## src/rtl/lat_pkg.sv

```systemverilog
// Package for the lottery arbiter table: operation and status codes, FSM states
// and default sizes. No dependencies.
package lat_pkg;

  localparam int SLOTS_DEF     = 16;
  localparam int PRIO_BITS_DEF = 8;

  // Fixed port widths.
  localparam int FUNC_W   = 2;
  localparam int SLOT_W   = 4;
  localparam int PRIO_W   = 8;
  localparam int TICKET_W = 12;
  localparam int STATUS_W = 2;
  localparam int WINNER_W = 4;
  localparam int TOTAL_W  = 12;

  typedef enum logic [FUNC_W-1:0] {
    FUNC_ADD    = 2'd0,
    FUNC_REMOVE = 2'd1,
    FUNC_PICK   = 2'd2
  } func_e;

  typedef enum logic [STATUS_W-1:0] {
    ST_OK    = 2'd0,
    ST_BUSY  = 2'd1,
    ST_EMPTY = 2'd2,
    ST_NOWIN = 2'd3
  } status_e;

  typedef enum logic [1:0] {
    S_IDLE,
    S_EXEC,
    S_WALK,
    S_DONE
  } state_e;

endpackage

```

## src/rtl/lottery_arbiter_table.sv

```systemverilog
// Lottery arbiter table: slot weights in a synchronous memory, valid bits and
// the running total in flip-flops, and a sequencer that walks the table.
// Depends on lat_pkg.
//
//   Channel  Direction  Handshake                  Payload
//   in       input      in_valid_i / in_ready_o    func_i slot_i priority_req_i
//                                                  io_bound_i ticket_i
//   out      output     out_valid_o / out_ready_i  status_o winner_o total_out_o
//
// One item is in work at a time. For an add or a remove, the weight read is
// issued as the item is accepted, the sequencer executes the item in S_EXEC,
// and S_DONE loads the output register. A pick goes from S_EXEC into S_WALK,
// which reads one weight from the memory port per cycle over up to SLOTS
// slots. The next item can be accepted once the result has loaded.
// Reset clears all valid bits and the total at once; the weight memory needs
// no clearing, as only the weights of valid slots are used. A stalled output
// holds the finished item in the output register and a new item is accepted as
// soon as the sequencer is idle, but the next result waits for the register.
module lottery_arbiter_table
  import lat_pkg::*;
#(
  parameter int SLOTS         = SLOTS_DEF,
  parameter int PRIORITY_BITS = PRIO_BITS_DEF
) (
  input  logic                clk_i,
  input  logic                rst_ni,
  input  logic                in_valid_i,
  output logic                in_ready_o,
  input  logic [FUNC_W-1:0]   func_i,
  input  logic [SLOT_W-1:0]   slot_i,
  input  logic [PRIO_W-1:0]   priority_req_i,
  input  logic                io_bound_i,
  input  logic [TICKET_W-1:0] ticket_i,
  output logic                out_valid_o,
  input  logic                out_ready_i,
  output logic [STATUS_W-1:0] status_o,
  output logic [WINNER_W-1:0] winner_o,
  output logic [TOTAL_W-1:0]  total_out_o
);

  localparam int SW   = (SLOTS > 1) ? $clog2(SLOTS) : 1;
  localparam int PB   = PRIORITY_BITS;
  // The sum of all weights stays below SLOTS * 2**PB.
  localparam int TW   = PB + SW;
  localparam int XW   = TW + TICKET_W;
  localparam logic [SW-1:0]     LAST      = SW'(SLOTS - 1);
  localparam logic [SW+SLOT_W-1:0] SLOTS_X = (SW + SLOT_W)'(SLOTS);
  localparam logic [XW-1:0]     TOTAL_MAX = XW'(4095);

  // Sequencer and table state.
  state_e            state_q, state_d;
  logic [SLOTS-1:0]  valid_q, valid_d;
  logic [TW-1:0]     total_q, total_d;
  logic [TW-1:0]     acc_q, acc_d;
  logic [SW-1:0]     idx_q, idx_d;
  status_e           res_status_q, res_status_d;
  logic [SW-1:0]     res_winner_q, res_winner_d;

  // Captured item.
  logic [FUNC_W-1:0]   func_q;
  logic [SW-1:0]       slot_q;
  logic                in_range_q;
  logic [PB-1:0]       w_q;
  logic [TICKET_W-1:0] ticket_q;

  // Weight memory.
  logic [PB-1:0] mem_q [SLOTS];
  logic [PB-1:0] rd_data_q;
  logic [SW-1:0] rd_addr;
  logic          mem_we;

  // Output register.
  logic                out_valid_q;
  status_e             status_q;
  logic [WINNER_W-1:0] winner_q;
  logic [TOTAL_W-1:0]  total_out_q;
  logic                out_free;
  logic                out_load;

  // Decode of the incoming item.
  logic [SW+SLOT_W-1:0] slot_ext;
  logic [SW-1:0]        in_idx;
  logic                 in_range;
  logic [PB+PRIO_W-1:0] prio_ext;
  logic [PB-1:0]        prio;
  logic [PB-1:0]        in_weight;
  logic                 in_accept;

  // Walk and output helpers.
  logic [TW-1:0]        acc_sum;
  logic [XW-1:0]        acc_x;
  logic [XW-1:0]        ticket_x;
  logic [XW-1:0]        total_x;
  logic [SW+WINNER_W-1:0] winner_x;
  logic                 hit;

  assign slot_ext  = {{SW{1'b0}}, slot_i};
  assign in_idx    = slot_ext[SW-1:0];
  assign in_range  = slot_ext < SLOTS_X;
  assign prio_ext  = {{PB{1'b0}}, priority_req_i};
  assign prio      = prio_ext[PB-1:0];
  assign in_weight = io_bound_i ? (prio >> 1) : prio;
  assign in_accept = in_valid_i && in_ready_o;

  assign in_ready_o = (state_q == S_IDLE);
  assign out_free   = !out_valid_q || out_ready_i;

  assign acc_sum  = acc_q + TW'(rd_data_q);
  assign acc_x    = {{TICKET_W{1'b0}}, acc_sum};
  assign ticket_x = {{TW{1'b0}}, ticket_q};
  assign hit      = valid_q[idx_q] && (ticket_x < acc_x);
  assign total_x  = {{TICKET_W{1'b0}}, total_q};
  assign winner_x = {{WINNER_W{1'b0}}, res_winner_q};

  // Next state and datapath control.
  always_comb begin
    state_d      = state_q;
    valid_d      = valid_q;
    total_d      = total_q;
    acc_d        = acc_q;
    idx_d        = idx_q;
    res_status_d = res_status_q;
    res_winner_d = res_winner_q;
    rd_addr      = idx_q;
    mem_we       = 1'b0;
    out_load     = 1'b0;
    case (state_q)
      S_IDLE: begin
        // Issue the weight read for a remove as the item arrives.
        rd_addr = in_idx;
        if (in_valid_i) begin
          state_d = S_EXEC;
        end
      end
      S_EXEC: begin
        res_status_d = ST_OK;
        res_winner_d = '0;
        state_d      = S_DONE;
        case (func_q)
          FUNC_ADD: begin
            if (!in_range_q || valid_q[slot_q]) begin
              res_status_d = ST_BUSY;
            end else begin
              mem_we          = 1'b1;
              valid_d[slot_q] = 1'b1;
              total_d         = total_q + TW'(w_q);
            end
          end
          FUNC_REMOVE: begin
            if (!in_range_q || !valid_q[slot_q]) begin
              res_status_d = ST_EMPTY;
            end else begin
              valid_d[slot_q] = 1'b0;
              total_d         = total_q - TW'(rd_data_q);
            end
          end
          FUNC_PICK: begin
            rd_addr = '0;
            idx_d   = '0;
            acc_d   = '0;
            state_d = S_WALK;
          end
          default: begin
            // Unused operation: no change, plain status.
          end
        endcase
      end
      S_WALK: begin
        // rd_data_q holds the weight of slot idx_q; prefetch the next one.
        rd_addr = idx_q + SW'(1);
        if (valid_q[idx_q]) begin
          acc_d = acc_sum;
        end
        if (hit) begin
          res_status_d = ST_OK;
          res_winner_d = idx_q;
          state_d      = S_DONE;
        end else if (idx_q == LAST) begin
          res_status_d = ST_NOWIN;
          res_winner_d = '0;
          state_d      = S_DONE;
        end else begin
          idx_d = idx_q + SW'(1);
        end
      end
      S_DONE: begin
        if (out_free) begin
          out_load = 1'b1;
          state_d  = S_IDLE;
        end
      end
      default: begin
        state_d = S_IDLE;
      end
    endcase
  end

  // Control registers.
  always_ff @(posedge clk_i or negedge rst_ni) begin
    if (!rst_ni) begin
      state_q     <= S_IDLE;
      valid_q     <= '0;
      total_q     <= '0;
      out_valid_q <= 1'b0;
    end else begin
      state_q <= state_d;
      valid_q <= valid_d;
      total_q <= total_d;
      if (out_load) begin
        out_valid_q <= 1'b1;
      end else if (out_ready_i) begin
        out_valid_q <= 1'b0;
      end
    end
  end

  // Payload registers.
  always_ff @(posedge clk_i) begin
    acc_q        <= acc_d;
    idx_q        <= idx_d;
    res_status_q <= res_status_d;
    res_winner_q <= res_winner_d;
    if (in_accept) begin
      func_q     <= func_i;
      slot_q     <= in_idx;
      in_range_q <= in_range;
      w_q        <= in_weight;
      ticket_q   <= ticket_i;
    end
    if (out_load) begin
      status_q    <= res_status_q;
      winner_q    <= winner_x[WINNER_W-1:0];
      total_out_q <= (total_x > TOTAL_MAX) ? '1 : total_x[TOTAL_W-1:0];
    end
  end

  // Weight memory. Only one item is in work, so a write never meets a read
  // of the same entry in flight.
  always_ff @(posedge clk_i) begin
    if (mem_we) begin
      mem_q[slot_q] <= w_q;
    end
    rd_data_q <= mem_q[rd_addr];
  end

  assign out_valid_o = out_valid_q;
  assign status_o    = status_q;
  assign winner_o    = winner_q;
  assign total_out_o = total_out_q;

  // A remove that misses leaves the total alone.
  logic rm_miss;
  assign rm_miss = (func_i == FUNC_REMOVE) && (!in_range || !valid_q[in_idx]);

  a_rm_miss_total : assert property (@(posedge clk_i) disable iff (!rst_ni)
    (in_accept && rm_miss) |=> ##1 (total_q == $past(total_q, 2)))
    else $error("remove of an empty slot changed the total");

  a_done_loads : assert property (@(posedge clk_i) disable iff (!rst_ni)
    (state_q == S_DONE && out_free) |=> (state_q == S_IDLE && out_valid_q))
    else $error("finished item not moved into the output register");

  a_walk_total : assert property (@(posedge clk_i) disable iff (!rst_ni)
    (state_q == S_WALK) |=> (total_q == $past(total_q)))
    else $error("total changed during a pick");

endmodule

```

## config.mk

```make
export PLATFORM = sky130hd
export DESIGN_NAME = lottery_arbiter_table
export DESIGN_NICKNAME = d
export VERILOG_FILES = /design/src/rtl/lat_pkg.sv /design/src/rtl/lottery_arbiter_table.sv
export SDC_FILE = /design/constraint.sdc
export NUM_CORES = 1
export LEC_CHECK = 0
export ABC_AREA = 1
export BUFFER_PORTS_ARGS = -buffer_cell sky130_fd_sc_hd__clkbuf_2
export CAP_MARGIN = 40
export CORE_UTILIZATION = 45
export CTS_CLUSTER_SIZE = 10
export DETAILED_ROUTE_END_ITERATION = 7
export PLACE_DENSITY = 0.63
export SETUP_SLACK_MARGIN = 0.02
export SYNTH_ARGS = -nofsm -noshare
export SYNTH_HDL_FRONTEND = slang
export SYNTH_SLANG_ARGS = --single-unit
```

## constraint.sdc

```tcl
create_clock -name clk_i -period 8.71 [get_ports clk_i]
set_input_delay 0.871 -clock clk_i [delete_from_list [all_inputs] [get_ports clk_i]]
set_output_delay 0.871 -clock clk_i [all_outputs]
set_load 0.03 [all_outputs]
```

==> impl_metrics.toml, run 1 <==
[die]
die_area_um2 = 26400
initial_core_util_pct = 46.0
chipHeight_um = 162
rows = 58
die_w_um = 162
core_um2 = 25200
io_pins = 51

[timing]
setup_violations = 0
slew_violations = 0
tightest_slew_ns = 0.828
fin_crit_ns = 3.56
holdWs_ns = 0.204
fmaxAchievable_ghz = 0.281
hold_viol = 0
setup_slack_ns = 5.15
finClkSkew_ns = 0.0343
rsz0062_at_grt = "false"
tns_ns = 0
post-route-period-util_pct = 40.9
slew_headroom_pct = 44.5

[worst_setup_path]
critPathMaxStageDelay_ns = 0.40
cp-start-kind = "flop"
end_kind = "flop"
path_cells = "ha_1 > inv_1 > fa_1 > o21ai_0 > a21o_1 > nand3_1 > xor2_1 > ha_1 > nand2_1 > nor2_1 > nor2_1 > nand2_1 > a21oi_1 > nand2_1 > nand3b_1"
critPathMaxFanout = 6
crit_required_ns = 8.95
worstPathArrival_ns = 3.80
cp_slowest_cell = "fa_1"
critical_path_class = "flop to flop"
cp_common_cell = "nand2_1"

[synth]
synth-main-ff-cell = "edfxtp_1"
synth_largest_area_cell = "edfxtp_1"
ys_ff_latch = 233
synth_top_area_share_pct = 50.3
synthTopCellsByArea = "edfxtp_1 50%, nand2_1 8.5%, dfrtp_1 6.7%"
synth_commonest_cells = "262 x nand2_1, 194 x edfxtp_1, 148 x inv_1"
ys_seq_area_share_pct = 58.4
syn_inst = 1175
synth_edf_count = 194
synth.net_count = 1244
async_flop_share_pct = 13.3
syn_avg_cell_area_um2 = 9.85
yosysMostFrequentCell = "nand2_1"
synth_warnings = 0
synthesis.area_um2 = 11600
synth_cell_types = 40

[global_route]
antenna_found_initial = 0
grt_pass1_wl_mm = 42.0
grt_usage_pct = 20.5
grt_pass1_vias = 7864
overflow = 0
grt_max_degree = 58

[place]
hpwl_mm = 17.6
pre_cts_ws_ns = 5.19
gp_congestion = 0.860
numPortBuffers = 50

[route]
first_pass_iters = 5
drcViolationCount = 0
num_vias = 8195
wl_mm = 26.5
wl_per_cell_um = 16.9
drtIter0Drc = 642
ant_nets = 0
vias_per_cell = 5.22

[clock_network]
post_cts_buffers = 0
cts_tree = "yes"
clock_latency_ns = 0.56
max-clock-path-buffers = 3
cts-root-buf = "clkbuf_16"
clock_sinks = 233
numCtsBuffers = 28
cts_hold_buffers = 0
h-tree-depth = 1
cts_resized = 0
clk_pin_slew_ns = 0.06

[run_status]
status = "finished, final reports clean"

[power]
ir_drop_mv = 0.218
cellPowerDensity_nw_per_um2 = 396
p_leak_nw = 5.65

[finish]
layout-drive-gt1-share_pct = 12.1
syn2layout_area_growth_pct = 12.3
antennaDiodeCount = 0
nets = 1288
nFillCells = 2270
utilization_pct = 51.6

[min_path]
hold_path_class = "input pin to asynchronous set/reset pin"

[run]
max_cap_violations = 0
-- worst max-delay path: cells and delay by family (launching register included) --
kind / cells / cell delay [ns]
AO/OA/AOI/OAI: 3 / 0.86
XOR/XNOR: 1 / 0.21
flip-flops: 1 / 0.33
buffers and inverters: 1 / 0.08
adder cells (fa/ha/maj): 3 / 0.86
AND/OR/NAND/NOR: 7 / 0.92
-- final cells by class --
type,count,area (um2),share of cell area (%)
Inverter,163,612,4.71
Tap cell,330,413,3.18
Clock inverter,2,25.0,0.193
Multi-Input combinational cell,725,3950,30.4
Timing Repair Buffer,68,425,3.27
Clock buffer,50,813,6.26
Sequential cell,233,6760,52.0
-- placed cells by master, fill, tap and decap left out, drive strengths merged, types with 9 or more instances in the layout --
cell type and instances:
dfrtp 31, xor2 15, ha 36, edfxtp 194, o211ai 9, nand3b 58, a21oi 31, nand2 275
clkbuf 100, o21ai 42, nand3 143, inv 162, buf 18, nor2 65, nand4 18
-- report_power, final --
group | internal (W) | leakage (nW) | total (W) | switching [W]
Sequential | 0.00149 | 2.24 | 0.00164 | 0.000143
Combinational | 0.000782 | 3.01 | 0.00244 | 0.00166
Clock | 0.000625 | 0.400 | 0.00107 | 0.000442
Total | 0.00290 | 5.65 | 0.00514 | 0.00224
-- final timing paths --
path	startpoint	to	slack [ns]	cells past startpoint
setup / recovery	rd_data_q[0]	res_status_q[1]	5.15	15
hold / removal	rst_ni	total_q[2]	0.20	1
setup reg to reg	rd_data_q[0]	res_status_q[1]	5.15	15
hold reg to reg	res_status_q[1]	status_o[1]	0.42	0
max in group asynchronous	rst_ni	total_q[1]	8.07	2
min in group clk_i	res_status_q[1]	status_o[1]	0.42	0
-- metrics by stage --
step / total power (W) / std cells / area, um2
5_1_grt: 0.00552 / 1571 / 13000
3_5_place_dp: 0.00410 / 1519 / 12200
3_3_place_gp: 0.00404 / 1515 / 12100
6_report: 0.00514 / 1571 / 13000
2_1_floorplan: 0.00341 / 1175 / 11600
4_1_cts: 0.00518 / 1571 / 13000
-- state kept, by name, indices dropped and copies added (netlist names), 4 cells and up, named ones only --
signal,flops
acc_q,12
res_winner_q,4
idx_q,4
total_q,12
total_out_o,12
slot_q,4
winner_o,4
mem_q,128
rd_data_q,8
ticket_q,12
w_q,8
-- logic make-up (layout without fill, tap and decap cells) --
family          Yosys count  in the layout  synth area share [%]
simple gates            568            568                  22.9
flops                   233            233                  58.4
buf+inv                 217            283                  7.65
compound gates           97             97                  5.15
fa+ha+maj                38             38                  4.24
xor+xnor                 21             21                  1.59
mux                       1              1                0.0973
-- layer usage --
layer  vias up  track usage, %  wire length (um)
met5         -               0                 0
met4         0            6.09               776
met3        52            2.95              1390
met2       212            33.9             12400
met1      3894            28.1             11900
li1       4037               -                 -
Note: power is estimated with default switching activity, not from simulation.
==> run 2, diff against run 1 <==
- PLACE_DENSITY: 0.63 -> 0.66
- clock period: 8.71 -> 3.13 ns (I/O delays scaled with it)
==> impl_metrics.toml, run 2 (synthesis results as in run 1) <==
[die]
die_w_um = 162
initial_core_util_pct = 46.0
io_pins = 51
die_area_um2 = 26400
rows = 58
core_um2 = 25200
chipHeight_um = 162

[finish]
layout_common_cells = "257 x nand2_1, 194 x edfxtp_1, 147 x inv_1"
syn2layout_area_growth_pct = 16.4
antennaDiodeCount = 0
nets = 1332
largest_reg_flops = 128
final_common_cell = "nand2_1"
layout-drive-gt1-share_pct = 15.3
regMostFlops = "mem_q"
nFillCells = 2226

[route]
ant_nets = 0
wl_per_cell_um = 16.9
num_vias = 8368
vias_per_cell = 5.19
drtIter0Drc = 750
drcViolationCount = 0
wl_mm = 27.2
first_pass_iters = 5

[run]
max_cap_violations = 0

[timing]
post-route-period-util_pct = 95.8
fmaxAchievable_ghz = 0.333
setup_violations = 0
holdWs_ns = 0.0475
fin_crit_ns = 3.00
tns_ns = 0
finClkSkew_ns = 0.0185
tightest_slew_ns = 0.882
slew_headroom_pct = 40.8
hold_viol = 0
slew_violations = 0

[worst_setup_path]
critical_path_class = "flop to flop"
cp-start-kind = "flop"
critPathMaxFanout = 6
crit_required_ns = 3.39
worstPathArrival_ns = 3.26
end_kind = "flop"

[power]
cellPowerDensity_nw_per_um2 = 1110
power.internal_w = 0.00849
seqPwrFrac_pct = 30.8
switching_share_pct = 43.3
power_switching_w = 0.00649
p_leak_nw = 5.87
p_clk_share_pct = 19.5
ir_drop_mv = 0.681
p_comb_share_pct = 49.6

[clock_network]
max-clock-path-buffers = 3
clk_pin_slew_ns = 0.06
clock_latency_ns = 0.55
clock_sinks = 233
numCtsBuffers = 27
cts_tree = "yes"
h-tree-depth = 1
cts-root-buf = "clkbuf_16"

[run_status]
status = "finished, final reports clean"

[min_path]
hold_path_class = "input pin to flop"

[global_route]
grt_usage_pct = 21.0
grt_max_degree = 57
grt_pass1_vias = 8048
antenna_found_initial = 0
grt_pass1_wl_mm = 43.0
overflow = 0

[place]
hpwl_mm = 18.3
gp_congestion = 0.866
numPortBuffers = 50
[run 2: cell count changes in the layout (fill, tap and decap cells not counted), moves of 2 or more]
| cell | before | now |
|---|---|---|
| dlygate4sd3_1 | 0 | 19 |
| o21ai_2 | 11 | 13 |
| nand2_2 | 14 | 16 |
| buf_4 | 15 | 42 |
| ha_4 | 0 | 4 |
| nand3_2 | 1 | 4 |
| a21oi_1 | 30 | 26 |
| clkbuf_8 | 3 | 1 |
| ha_1 | 36 | 32 |
| o21ai_0 | 23 | 21 |
| nand2_1 | 260 | 257 |
| a21oi_2 | 1 | 4 |
| nand3_1 | 141 | 138 |
[run 2: final timing paths]
check | to | cells past startpoint | start | slack, ns
worst max-delay path | res_winner_q[3] | 18 | acc_q[0] | 0.13
max in group asynchronous | state_q[1] | 3 | rst_ni | 2.54
worst min register to register | winner_o[2] | 0 | res_winner_q[2] | 0.42
worst max register to register | res_winner_q[3] | 18 | acc_q[0] | 0.13
worst min-delay path | out_valid_o | 4 | out_ready_i | 0.05
min in group asynchronous | total_q[6] | 2 | rst_ni | 0.17
[run 2: per-layer routing]
layer	global-route usage, %	up-vias	wire (um)
met4	6.13	0	663
li1	-	4126	-
met5	0	-	0
met1	28.9	3967	12200
met3	2.70	47	1490
met2	34.7	228	12900
[run 2: critical path, stage by stage, from the launching register on]
cell and delay, ns:
edfxtp_1 0.37, ha_4 0.17, inv_4 0.04, fa_2 0.39, o21ai_2 0.19, a21o_1 0.16
a21oi_2 0.06, xor2_1 0.21, ha_1 0.26, nand2_1 0.06, inv_1 0.04, nand2_1 0.05
nand2_1 0.05, nand2_1 0.08, nand2_2 0.07, a21oi_4 0.18, nand2_4 0.09, nand3b_1 0.11
buf_6 0.13
[run 2: per-stage QoR]
step / instance area (um2) / total power, W / utilization (%) / setup slack, ns / instances
4_1_cts: 13300 / 0.0147 / 52.9 / 0.0251 / 1611
3_5_place_dp: 12300 / 0.0117 / 48.8 / -0.179 / 1542
6_report: 13500 / 0.0150 / 53.5 / 0.131 / 1613
5_1_grt: 13500 / 0.0160 / 53.5 / -0.0223 / 1613
2_1_floorplan: 11600 / 0.00950 / - / 0.136 / 1175
3_3_place_gp: 12300 / 0.0115 / 48.8 / -0.0944 / 1541
[run 2: layout make-up]
| cell class | count | area (um2) | area share [%] |
|---|---|---|---|
| inverters | 163 | 614 | 4.56 |
| clock inverters | 2 | 50.0 | 0.372 |
| clock buffers | 47 | 761 | 5.65 |
| flip-flops and latches | 233 | 6760 | 50.2 |
| multi-input cells | 725 | 4080 | 30.3 |
| well taps | 330 | 413 | 3.07 |
| repair buffers | 113 | 787 | 5.84 |
[run 2: power groups by stage]
stage          clock network [W]  logic, W  registers, W
3_5_place_dp                   0   0.00702       0.00464
6_report                 0.00292   0.00744       0.00462
2_1_floorplan                  0   0.00485       0.00465
3_3_place_gp                   0   0.00689       0.00463
5_1_grt                  0.00308   0.00829       0.00468
4_1_cts                  0.00297   0.00712       0.00458
[run 2: what timing repair did]
action                                  4_1_cts  5_1_grt
buffers inserted                              1        3
endpoints found under the setup margin       15       17
gates cloned                                  0        0
gates resized for setup                       5       28
endpoints found under the hold margin        49        0
hold buffers                                 19        0
pin swaps                                     1       11
